### config.mk
export PLATFORM = sky130hd
export DESIGN_NAME = lrmt_ctrl
export DESIGN_NICKNAME = d
export VERILOG_FILES = /design/src/hw/rtl/lrmt_pkg.sv /design/src/hw/rtl/lrmt_ctrl.sv
export SDC_FILE = /design/constraint.sdc
export NUM_CORES = 1
export LEC_CHECK = 0
export BUFFER_PORTS_ARGS = -buffer_cell sky130_fd_sc_hd__clkbuf_2
export CORE_AREA = 3 3 146 148
export DETAILED_ROUTE_END_ITERATION = 12
export DIE_AREA = 0 0 149 151
export PLACE_DENSITY = 0.78
export SYNTH_ARGS = -nofsm -noshare
export SYNTH_HDL_FRONTEND = slang
export SYNTH_SLANG_ARGS = --single-unit
### constraint.sdc
create_clock -name clk -period 5.95 [get_ports clk]
set_input_delay 1.19 -clock clk [delete_from_list [all_inputs] [get_ports clk]]
set_output_delay 1.19 -clock clk [all_outputs]
set_load 0.02 [all_outputs]
### src/hw/rtl/lrmt_pkg.sv
package lrmt_pkg;

  localparam int LEVELS   = 10;
  localparam int LEAVES   = 1 << LEVELS;
  localparam int POS_W    = LEVELS + 1;
  localparam int ADDR_W   = LEVELS + 1;
  localparam int NODE_W   = LEVELS + 2;
  localparam int PEND_W   = LEVELS;
  localparam int LV_W     = $clog2(LEVELS + 1);
  localparam int VAL_W    = 32;
  localparam int TYPE_W   = 3;
  localparam int PH_W     = 2;
  localparam int IN_BITS  = 2 * POS_W + 2 * VAL_W;
  localparam int IN_W     = ((IN_BITS + 7) / 8) * 8;
  localparam int OUT_BITS = VAL_W + 2 * POS_W;
  localparam int OUT_W    = ((OUT_BITS + 7) / 8) * 8;

  typedef enum logic [TYPE_W-1:0] {
    REQ_READ   = 3'd0,
    REQ_WRITE  = 3'd1,
    REQ_ADD    = 3'd2,
    REQ_QUERY  = 3'd3,
    REQ_PREFIX = 3'd4,
    REQ_SUFFIX = 3'd5
  } req_t;

  typedef enum logic [3:0] {
    OP_NONE,
    OP_CLEAR,
    OP_PUSH,
    OP_PULL,
    OP_ADD,
    OP_LOOK,
    OP_WRITE,
    OP_ACC,
    OP_OUT
  } dp_op_t;

  typedef enum logic [1:0] {
    OUT_ZERO,
    OUT_NODE,
    OUT_SUM,
    OUT_FOUND
  } out_sel_t;

  typedef enum logic [4:0] {
    S_CLEAR,
    S_IDLE,
    S_DEC,
    S_PUSH,
    S_PT_LOOK,
    S_PT_WRITE,
    S_PULL,
    S_RG_STEP,
    S_RG_A,
    S_RG_AACC,
    S_RG_CHKB,
    S_RG_B,
    S_RG_BACC,
    S_SR_DEC,
    S_SR_CLIMB,
    S_SR_LOOK,
    S_SR_TEST,
    S_SR_DESC,
    S_SR_DLOOK,
    S_SR_DTEST,
    S_OUT
  } state_t;

  typedef struct packed {
    dp_op_t            op;
    logic [NODE_W-1:0] node;
    out_sel_t          sel;
    logic              bad;
    logic [POS_W-1:0]  found;
    logic              load;
  } dp_cmd_t;

  typedef struct packed {
    logic done;
    logic ok;
  } dp_stat_t;

  typedef struct packed {
    logic [VAL_W-1:0] mx;
    logic [POS_W-1:0] cnt;
  } pair_t;

  function automatic logic sgt(logic [VAL_W-1:0] a, logic [VAL_W-1:0] b);
    sgt = $signed(a) > $signed(b);
  endfunction

  function automatic pair_t comb_pair(pair_t a, pair_t b);
    pair_t r;
    r.mx  = sgt(a.mx, b.mx) ? a.mx : b.mx;
    r.cnt = a.cnt + b.cnt;
    comb_pair = r;
  endfunction

endpackage

### src/hw/rtl/lrmt_ctrl.sv
module lrmt_ctrl
  import lrmt_pkg::*;
(
  input  logic              clk,
  input  logic              rst,
  input  logic              in_valid,
  output logic              in_ready,
  input  logic [TYPE_W-1:0] in_type,
  input  logic [POS_W-1:0]  in_left,
  input  logic [POS_W-1:0]  in_right,
  input  logic              cfg_we,
  input  logic [POS_W-1:0]  cfg_wdata,
  output dp_cmd_t           cmd,
  input  dp_stat_t          stat
);

  localparam logic [NODE_W-1:0] LEAF0 = NODE_W'(LEAVES);

  state_t             state, state_next;
  logic [TYPE_W-1:0]  typ;
  logic [POS_W-1:0]   pl, pr, n, found;
  logic [NODE_W-1:0]  lo, hi, a, b;
  logic [LV_W-1:0]    lv;
  logic               side, bad_r;
  logic [ADDR_W-1:0]  ccnt;

  logic [NODE_W-1:0]  lmask, node0, node1, ap1, a_off;
  logic               lo_rem, hi_rem, is_range, is_prefix;
  logic               push_need, pull_need, push_adv, pull_adv;
  logic               pow2_a, pow2_ap1, dec_bad, done, ok;

  assign done      = stat.done;
  assign ok        = stat.ok;
  assign lmask     = (NODE_W'(1) << lv) - NODE_W'(1);
  assign lo_rem    = (lo & lmask) != '0;
  assign hi_rem    = (hi & lmask) != '0;
  assign node0     = lo >> lv;
  assign node1     = (hi - NODE_W'(1)) >> lv;
  assign is_range  = (typ == REQ_ADD) || (typ == REQ_QUERY);
  assign is_prefix = (typ == REQ_PREFIX);
  assign push_need = side ? (is_range ? hi_rem : (typ == REQ_SUFFIX))
                          : (is_range ? lo_rem : (typ != REQ_SUFFIX));
  assign pull_need = side ? ((typ == REQ_ADD) && hi_rem)
                          : ((typ == REQ_WRITE) || lo_rem);
  assign push_adv  = !push_need || done;
  assign pull_adv  = !pull_need || done;
  assign ap1       = a + NODE_W'(1);
  assign pow2_a    = (a & (~a + NODE_W'(1))) == a;
  assign pow2_ap1  = (ap1 & (~ap1 + NODE_W'(1))) == ap1;
  assign a_off     = a - LEAF0;
  assign in_ready  = (state == S_IDLE);

  always_comb begin
    unique case (typ)
      REQ_READ, REQ_WRITE: dec_bad = pl >= n;
      REQ_ADD, REQ_QUERY:  dec_bad = (pl > pr) || (pr > n);
      REQ_PREFIX:          dec_bad = pl > n;
      REQ_SUFFIX:          dec_bad = pr > n;
      default:             dec_bad = 1'b1;
    endcase
  end

  // next state
  always_comb begin
    state_next = state;
    unique case (state)
      S_CLEAR: if (ccnt == '1) state_next = S_IDLE;
      S_IDLE:  if (in_valid) state_next = S_DEC;
      S_DEC: begin
        if (dec_bad) begin
          state_next = S_OUT;
        end else if (is_range && pl == pr) begin
          state_next = S_OUT;
        end else if (is_prefix && pl == n) begin
          state_next = S_OUT;
        end else if (typ == REQ_SUFFIX && pr == '0) begin
          state_next = S_OUT;
        end else begin
          state_next = S_PUSH;
        end
      end
      S_PUSH: begin
        if (push_adv && side && lv == LV_W'(1)) begin
          unique case (typ)
            REQ_READ:   state_next = S_PT_LOOK;
            REQ_WRITE:  state_next = S_PT_WRITE;
            REQ_PREFIX: state_next = S_SR_CLIMB;
            REQ_SUFFIX: state_next = S_SR_DEC;
            default:    state_next = S_RG_STEP;
          endcase
        end
      end
      S_PT_LOOK:  if (done) state_next = S_OUT;
      S_PT_WRITE: if (done) state_next = S_PULL;
      S_PULL:     if (pull_adv && side && lv == LV_W'(LEVELS)) state_next = S_OUT;
      S_RG_STEP: begin
        if (a < b) begin
          state_next = a[0] ? S_RG_A : S_RG_CHKB;
        end else begin
          state_next = (typ == REQ_ADD) ? S_PULL : S_OUT;
        end
      end
      S_RG_A:    if (done) state_next = (typ == REQ_ADD) ? S_RG_CHKB : S_RG_AACC;
      S_RG_AACC: state_next = S_RG_CHKB;
      S_RG_CHKB: state_next = b[0] ? S_RG_B : S_RG_STEP;
      S_RG_B:    if (done) state_next = (typ == REQ_ADD) ? S_RG_STEP : S_RG_BACC;
      S_RG_BACC: state_next = S_RG_STEP;
      S_SR_DEC:  state_next = S_SR_CLIMB;
      S_SR_CLIMB: begin
        if (is_prefix ? a[0] : !(a > NODE_W'(1) && a[0])) state_next = S_SR_LOOK;
      end
      S_SR_LOOK: if (done) state_next = S_SR_TEST;
      S_SR_TEST: begin
        if (!ok) begin
          state_next = S_SR_DESC;
        end else if (is_prefix) begin
          state_next = pow2_ap1 ? S_OUT : S_SR_CLIMB;
        end else begin
          state_next = pow2_a ? S_OUT : S_SR_DEC;
        end
      end
      S_SR_DESC: begin
        if (a >= LEAF0) begin
          state_next = S_OUT;
        end else if (done) begin
          state_next = S_SR_DLOOK;
        end
      end
      S_SR_DLOOK: if (done) state_next = S_SR_DTEST;
      S_SR_DTEST: state_next = S_SR_DESC;
      S_OUT:      if (done) state_next = S_IDLE;
      default:    state_next = S_IDLE;
    endcase
  end

  // datapath commands
  always_comb begin
    cmd       = '0;
    cmd.op    = OP_NONE;
    cmd.sel   = OUT_ZERO;
    cmd.bad   = bad_r;
    cmd.found = found;
    cmd.load  = 1'b0;
    unique case (state)
      S_CLEAR: begin
        cmd.op   = OP_CLEAR;
        cmd.node = NODE_W'(ccnt);
      end
      S_IDLE: cmd.load = in_valid;
      S_PUSH: begin
        cmd.op   = push_need ? OP_PUSH : OP_NONE;
        cmd.node = side ? node1 : node0;
      end
      S_PULL: begin
        cmd.op   = pull_need ? OP_PULL : OP_NONE;
        cmd.node = side ? node1 : node0;
      end
      S_PT_LOOK: begin
        cmd.op   = OP_LOOK;
        cmd.node = lo;
      end
      S_PT_WRITE: begin
        cmd.op   = OP_WRITE;
        cmd.node = lo;
      end
      S_RG_A: begin
        cmd.op   = (typ == REQ_ADD) ? OP_ADD : OP_LOOK;
        cmd.node = a;
      end
      S_RG_B: begin
        cmd.op   = (typ == REQ_ADD) ? OP_ADD : OP_LOOK;
        cmd.node = b;
      end
      S_RG_AACC, S_RG_BACC: cmd.op = OP_ACC;
      S_SR_LOOK, S_SR_DLOOK: begin
        cmd.op   = OP_LOOK;
        cmd.node = a;
      end
      S_SR_TEST, S_SR_DTEST: cmd.op = ok ? OP_ACC : OP_NONE;
      S_SR_DESC: begin
        cmd.op   = (a < LEAF0) ? OP_PUSH : OP_NONE;
        cmd.node = a;
      end
      S_OUT: begin
        cmd.op = OP_OUT;
        if (bad_r) begin
          cmd.sel = OUT_ZERO;
        end else begin
          unique case (typ)
            REQ_READ:               cmd.sel = OUT_NODE;
            REQ_QUERY:              cmd.sel = OUT_SUM;
            REQ_PREFIX, REQ_SUFFIX: cmd.sel = OUT_FOUND;
            default:                cmd.sel = OUT_ZERO;
          endcase
        end
      end
      default: cmd.op = OP_NONE;
    endcase
  end

  always_ff @(posedge clk) begin
    if (rst) begin
      state <= S_CLEAR;
      ccnt  <= '0;
      n     <= POS_W'(LEAVES);
      lv    <= '0;
      side  <= 1'b0;
      bad_r <= 1'b0;
    end else begin
      state <= state_next;
      if (cfg_we) begin
        n <= (cfg_wdata > POS_W'(LEAVES)) ? POS_W'(LEAVES) : cfg_wdata;
      end
      unique case (state)
        S_CLEAR: ccnt <= ccnt + ADDR_W'(1);
        S_IDLE: begin
          if (in_valid) begin
            typ   <= in_type;
            pl    <= in_left;
            pr    <= in_right;
            bad_r <= 1'b0;
          end
        end
        S_DEC: begin
          bad_r <= dec_bad;
          lv    <= LV_W'(LEVELS);
          side  <= 1'b0;
          lo    <= NODE_W'(pl) + LEAF0;
          hi    <= NODE_W'(pr) + LEAF0;
          if (is_prefix) begin
            a     <= NODE_W'(pl) + LEAF0;
            found <= n;
          end else begin
            a     <= NODE_W'(pr) + LEAF0;
            found <= '0;
          end
        end
        S_PUSH: begin
          if (push_adv) begin
            side <= !side;
            if (side) begin
              if (lv == LV_W'(1)) begin
                if (is_range) begin
                  a <= lo;
                  b <= hi;
                end
              end else begin
                lv <= lv - LV_W'(1);
              end
            end
          end
        end
        S_PT_WRITE: begin
          lv   <= LV_W'(1);
          side <= 1'b0;
        end
        S_PULL: begin
          if (pull_adv) begin
            side <= !side;
            if (side) lv <= lv + LV_W'(1);
          end
        end
        S_RG_STEP: begin
          lv   <= LV_W'(1);
          side <= 1'b0;
        end
        S_RG_A: if (done && typ == REQ_ADD) a <= ap1;
        S_RG_AACC: a <= ap1;
        S_RG_CHKB: begin
          if (b[0]) begin
            b <= b - NODE_W'(1);
          end else begin
            a <= a >> 1;
            b <= b >> 1;
          end
        end
        S_RG_B: begin
          if (done && typ == REQ_ADD) begin
            a <= a >> 1;
            b <= b >> 1;
          end
        end
        S_RG_BACC: begin
          a <= a >> 1;
          b <= b >> 1;
        end
        S_SR_DEC: a <= a - NODE_W'(1);
        S_SR_CLIMB: begin
          if (is_prefix ? !a[0] : (a > NODE_W'(1) && a[0])) a <= a >> 1;
        end
        S_SR_TEST: begin
          if (ok) begin
            if (is_prefix) begin
              a     <= ap1;
              found <= n;
            end else begin
              found <= '0;
            end
          end
        end
        S_SR_DESC: begin
          if (a >= LEAF0) begin
            if (is_prefix) begin
              found <= (a_off < NODE_W'(n)) ? POS_W'(a_off) : n;
            end else begin
              found <= POS_W'(a_off + NODE_W'(1));
            end
          end else if (done) begin
            a <= is_prefix ? {a[NODE_W-2:0], 1'b0} : {a[NODE_W-2:0], 1'b1};
          end
        end
        S_SR_DTEST: begin
          if (ok) a <= is_prefix ? ap1 : (a - NODE_W'(1));
        end
        default: ;
      endcase
    end
  end

endmodule

# Yosys cells after proc, flatten, opt, wreduce, memory -nomap -nowiden
# Index checks and enable logic that the tools add are counted.
# op_classes
addsub	14
eq_ne	63
magnitude_cmp	10
mux	91
n_reduce_logical	52
shifts	3
bitwise	7
# ops
operator	count
12-bit two-way mux	22
12-bit case mux with 12 select lines	1
5-bit two-way mux	24
5-bit case mux with 21 select lines	1
11-bit two-way mux	6
12-bit case mux with 5 select lines	1
2-bit inequality test, second input constant	29
12-bit AND	4
12-bit case mux with 4 select lines	1
5-bit by 4-bit == test with 1-bit output, second input constant	8
4-bit case mux with 10 select lines	1
12-bit by 1-bit adder with 12-bit output, second input constant	3
12-bit nonzero test	3
12-bit by 1-bit subtractor with 12-bit output, second input constant	3
11-bit greater-than comparator	3
11-bit case mux with 3 select lines	1
4-bit case mux with 4 select lines	2
4-bit two-way mux	7
5-bit == test, second input constant	5
11-bit by 11-bit adder with 12-bit output, second input constant	2
12-bit == test	2
12-bit inverter	2
12-bit by 4-bit right shift with 12-bit output	2
11-bit by 1-bit adder with 11-bit output, second input constant	2
50 further kinds	105
# word_totals
in_bits	42
regBits	117
output_inout_bits	32

# Depth between registers and ports, before layout
# logic_depth
depth_word	12
ltp_mapped	19

# Least setup slack after synthesis
# OpenSTA, ideal clock, no wires.
# synth_path
path_kind	register -> output
startpoint	register lv[1]
endpoint	output cmd[28] (netlist name)
required_ps	4760
path_stages_with_launch	17
arrival_ps	3668
slack_ps	1092
cell_sequence	dfxtp_1 > clkbuf_1 > inv_1 > buf_1 > ha_1 > buf_6 > or3b_4 > ha_1 > buf_2 > o2111a_1 > o31ai_1 > or4b_1 > nor3_2 > or2_4 > nand2_1 > nand2_1 > nand3_1
# synth_lines
element	line	text
start: declaration	lrmt_ctrl.sv:23	logic [LV_W-1:0] lv;
start signal: assignment	lrmt_ctrl.sv:226	lv <= LV_W'(LEVELS);
start signal: assignment	lrmt_ctrl.sv:248	lv <= lv - LV_W'(1);
start signal: assignment	lrmt_ctrl.sv:260	if (side) lv <= lv + LV_W'(1);
end: declaration	lrmt_ctrl.sv:13	output dp_cmd_t cmd,

==> impl_metrics.csv <==
group,metric,value,unit
run_status,run_status,"completed",
route,met2RoutedLength,14800,microns
worst_hold_path,launch_instance_of_the_worst_min_delay_path,"n[4]",
layout,sequential_cell_area,0.00318,sq mm
route,uppermost_layer_routed,"met4",
timing,slew_violations,0,
timing,finalHoldViolCount,0,
setup_path,crit_start,"lv[1]",
setup_path,slowest_delay,0.51,ns
logic_synthesis,ys_ff_latch,117,
logic_synthesis,synth-edff-count,84,
logic_synthesis,synth-warning-count,0,
timing,fin_crit_sh,94.3,%
layout,n_antenna_cell,0,
global_route,grt_max_degree,41,
setup_path,worst_r2r_startpoint,"lv[1]",
setup_path,crit_path_end_kind,"primary output",
logic_synthesis,postSynth.asyncResetShare,0,%
logic_synthesis,seq_area_frac_synth,31.7,%
timing,setup_violations,0,
setup_path,r2r.worst_path.cells,14,
clock_network,largest_buffer_count_on_any_clock_path,2,
layout,final_net_count,1341,
placement,dp_hpwl,24600,microns
worst_hold_path,hold_path_end,"n[4]",
route,drc,0,
layout,final_cell_area,0.0112,sq mm
clock_network,cts_made_buffers,17,
floorplan,floorplan.core_area,0.0202,sq mm
logic_synthesis,top_post_synthesis_cells_by_area,"edfxtp_1, ha_1, dfxtp_1",
layout,final_common_cell,"nand2_1",
clock_network,clk_pin_slew,0.06,ns
pwr,vdd.ir_drop.worst,0.185,mV
setup_path,setup.worst_path.start_class,"register",
clock_network,ctsHtreeMaxLevel,4,
run,max_cap_violations,0,
layout,layout.cells.most_common_list,"nand2_1, nor2_1, edfxtp_1",
clock_network,clock_tree.root_cell,"clkbuf_16",
setup_path,timing.critical_path.fanout_max,15,
route,via_count,10200,
logic_synthesis,synth_top_flop_cell,"edfxtp_1",
route,drt-initial-drc-count,1807,
route,detail_route.wl_per_cell,22.2,microns
global_route,grt.overflow.total,0,
clock_network,clk-insertion-delay-late,0.43,ns
layout,post_layout_nonfiller_instances,1509,
floorplan,row_count,52,
floorplan,start_util,49.8,%
placement,placed_area,0.0106,sq mm
setup_path,worstSetupPathType,"register to primary output",
route,avgViaCountPerCell,6.74,
timing,worst_hold_margin,0.507,ns
floorplan,chipHeight,151,microns
route,routedLengthMet1,12700,microns
route,antenna_violating_nets_post_route,0,
worst_hold_path,worstHoldPathType,"register to register",
logic_synthesis,synth_area,0.0101,sq mm
setup_path,crit_chain,"inv_1 > ha_1 > and2_1 > inv_1 > ha_1 > nor4b_2 > o32ai_1 > o221a_1 > or4b_1 > nor3_2 > or2_4 > nand2_1 > nand2_1 > nand3_1 > clkbuf_2",
logic_synthesis,synthDominantAreaCellType,"edfxtp_1",
layout,num-fill-cells,1878,
timing,final.setup_skew,0.0104,ns
worst_hold_path,worstHoldPathCells,2,
setup_path,critical_path.slowest_cell,"dfxtp_1",
floorplan,ioPinCount,74,
global_route,grt_pass1_wl,51600,microns
layout,multi_input_comb_area,0.00624,sq mm
timing,fmaxAchievable,178,MHz
timing,timing.slew.headroom,20.9,%
route,drt_pre_antenna_iters,11,
setup_path,regToRegSetupSlack,1.29,ns
pwr,power.leakage,4.43,nW
timing,rsz0062_at_grt,"no",
clock_network,clkSinkCount,117,
logic_synthesis,mappedNetlistNets,1315,
layout,syn2layout_area_growth,11.3,%
logic_synthesis,synthDominantCellAreaShare,25.1,%
layout,layout-drive-gt1-share,12.8,%
timing,period_needed,5.61,ns
floorplan,die_w,149,microns
logic_synthesis,syn_area_per_cell,8.38,sq um
pwr,power.density_cell_area,227,mW/mm^2
route,drt-total-wl,33500,microns
global_route,global_route.usage.total,29.3,%
placement,dp.cells,1477,
timing,worst-slew-pin-transition,1.18,ns
global_route,first_global_vias,9288,
setup_path,crit_path_arrival_time,4.42,ns
setup_path,r2r_end,"a[9]",
clock_network,cts_hold_repair.buffers,0,
clock_network,tritoncts,"yes",
route,amount_of_wire_on_met3_after_detailed_routing,4300,microns
floorplan,dieArea,0.0225,sq mm
logic_synthesis,synth_cell_type_count,87,
timing,totalNegativeSetupSlack,0,ns
placement,gpl.final_weighted_congestion,1.03,
placement,port-buffer-count,73,
logic_synthesis,number_of_standard_cells_after_synthesis,1200,
setup_path,critPathRequiredTime,4.76,ns
global_route,grt_antenna_before_repair,0,
==> stage by stage <==
stage          util [%]  setup slack, ns  total power [W]
2_1_floorplan         -             1.09          0.00131
3_3_place_gp       52.4            0.850          0.00144
3_5_place_dp       52.4            0.805          0.00145
4_1_cts            55.5            0.338          0.00253
5_1_grt            55.5           0.0228          0.00263
6_report           55.5            0.337          0.00254
==> what timing repair did <==
item,in CTS,in global routing
buffers inserted,0,0
resized for setup,0,1
endpoints found under the setup margin,0,1
==> registers in the layout, indices dropped and copies added (netlist names) <==
register,cells
hi,12
pl,11
found,11
typ,3
ccnt,11
lo,12
pr,11
n,11
b,12
side,1
a,12
lv,4
state,5
bad_r,1
==> cell usage after synthesis (5+ instances only) <==
master and instances:
nor2_1 95, and3_1 13, nand4_1 17, or3_1 7, nand3_1 39, nor3_1 36, a21boi_0 7, nor4_1 12
inv_1 75, o31ai_1 6, a32oi_1 6, dfxtp_1 33, o21ai_0 55, o211ai_1 18, a211oi_1 13, o21a_1 11
nand2b_1 22, nand2_1 121, and2_1 5, edfxtp_1 84, xnor2_1 18, o22ai_1 22, xor2_1 19, a222oi_1 31
clkbuf_1 64, a211o_1 5, o221ai_1 9, buf_1 8, mux2i_1 27, nor2b_1 13, ha_1 73, a31oi_1 14
buf_2 12, a21o_1 13, a21oi_1 79, a221o_1 8
==> worst max-delay path by stage <==
stage / cells past startpoint / to / slack (ns)
after global placement: 13 / cmd[28] / 0.85
after CTS: 13 / cmd[27] / 0.34
final: 15 / cmd[28] / 0.34
after global routing: 15 / cmd[28] / 0.02
after detailed placement: 13 / cmd[27] / 0.80
after floorplan: 16 / cmd[28] / 1.09
==> critical path, delay by kind of cell (launching register included) <==
family / cells / cell delay (ns)
adders and majority gates: 2 / 0.90
DFF: 1 / 0.51
AOI/OAI and AO/OA: 2 / 0.42
and+or+nand+nor: 8 / 1.53
buffers and inverters: 3 / 0.64
==> report_power, final <==
| part | total (W) | switching (W) | internal [W] | leakage [nW] |
|---|---|---|---|---|
| Combinational | 0.000503 | 0.000315 | 0.000188 | 3.11 |
| Clock | 0.00109 | 0.000414 | 0.000672 | 0.300 |
| Sequential | 0.000952 | 0.0000471 | 0.000905 | 1.02 |
| Total | 0.00254 | 0.000776 | 0.00177 | 4.43 |
==> metal layers <==
layer	up-vias	GRT usage (%)
met5	-	0
met4	0	13.6
met3	141	7.81
met1	4675	38.5
li1	4601	-
met2	760	45.3
==> area by class of cell <==
class	instances	area share, %
repair buffers	94	4.68
well taps	270	3.02
inverters	75	2.52
flip-flops and latches	117	28.5
clock buffers	18	3.84
multi-input cells	921	55.8
clock inverters	14	1.70
==> kinds of logic after synthesis <==
kind of cell | after synthesis | share of synthesized area [%]
AOI/OAI and AO/OA | 357 | 25.1
xor gates and xnor gates | 37 | 3.22
adders and majority gates | 73 | 9.09
buffers and inverters | 162 | 6.38
DFF | 117 | 31.7
muxes | 32 | 3.47
and+or+nand+nor | 422 | 21.1
No activity file was read; power rests on OpenSTA's default activity.
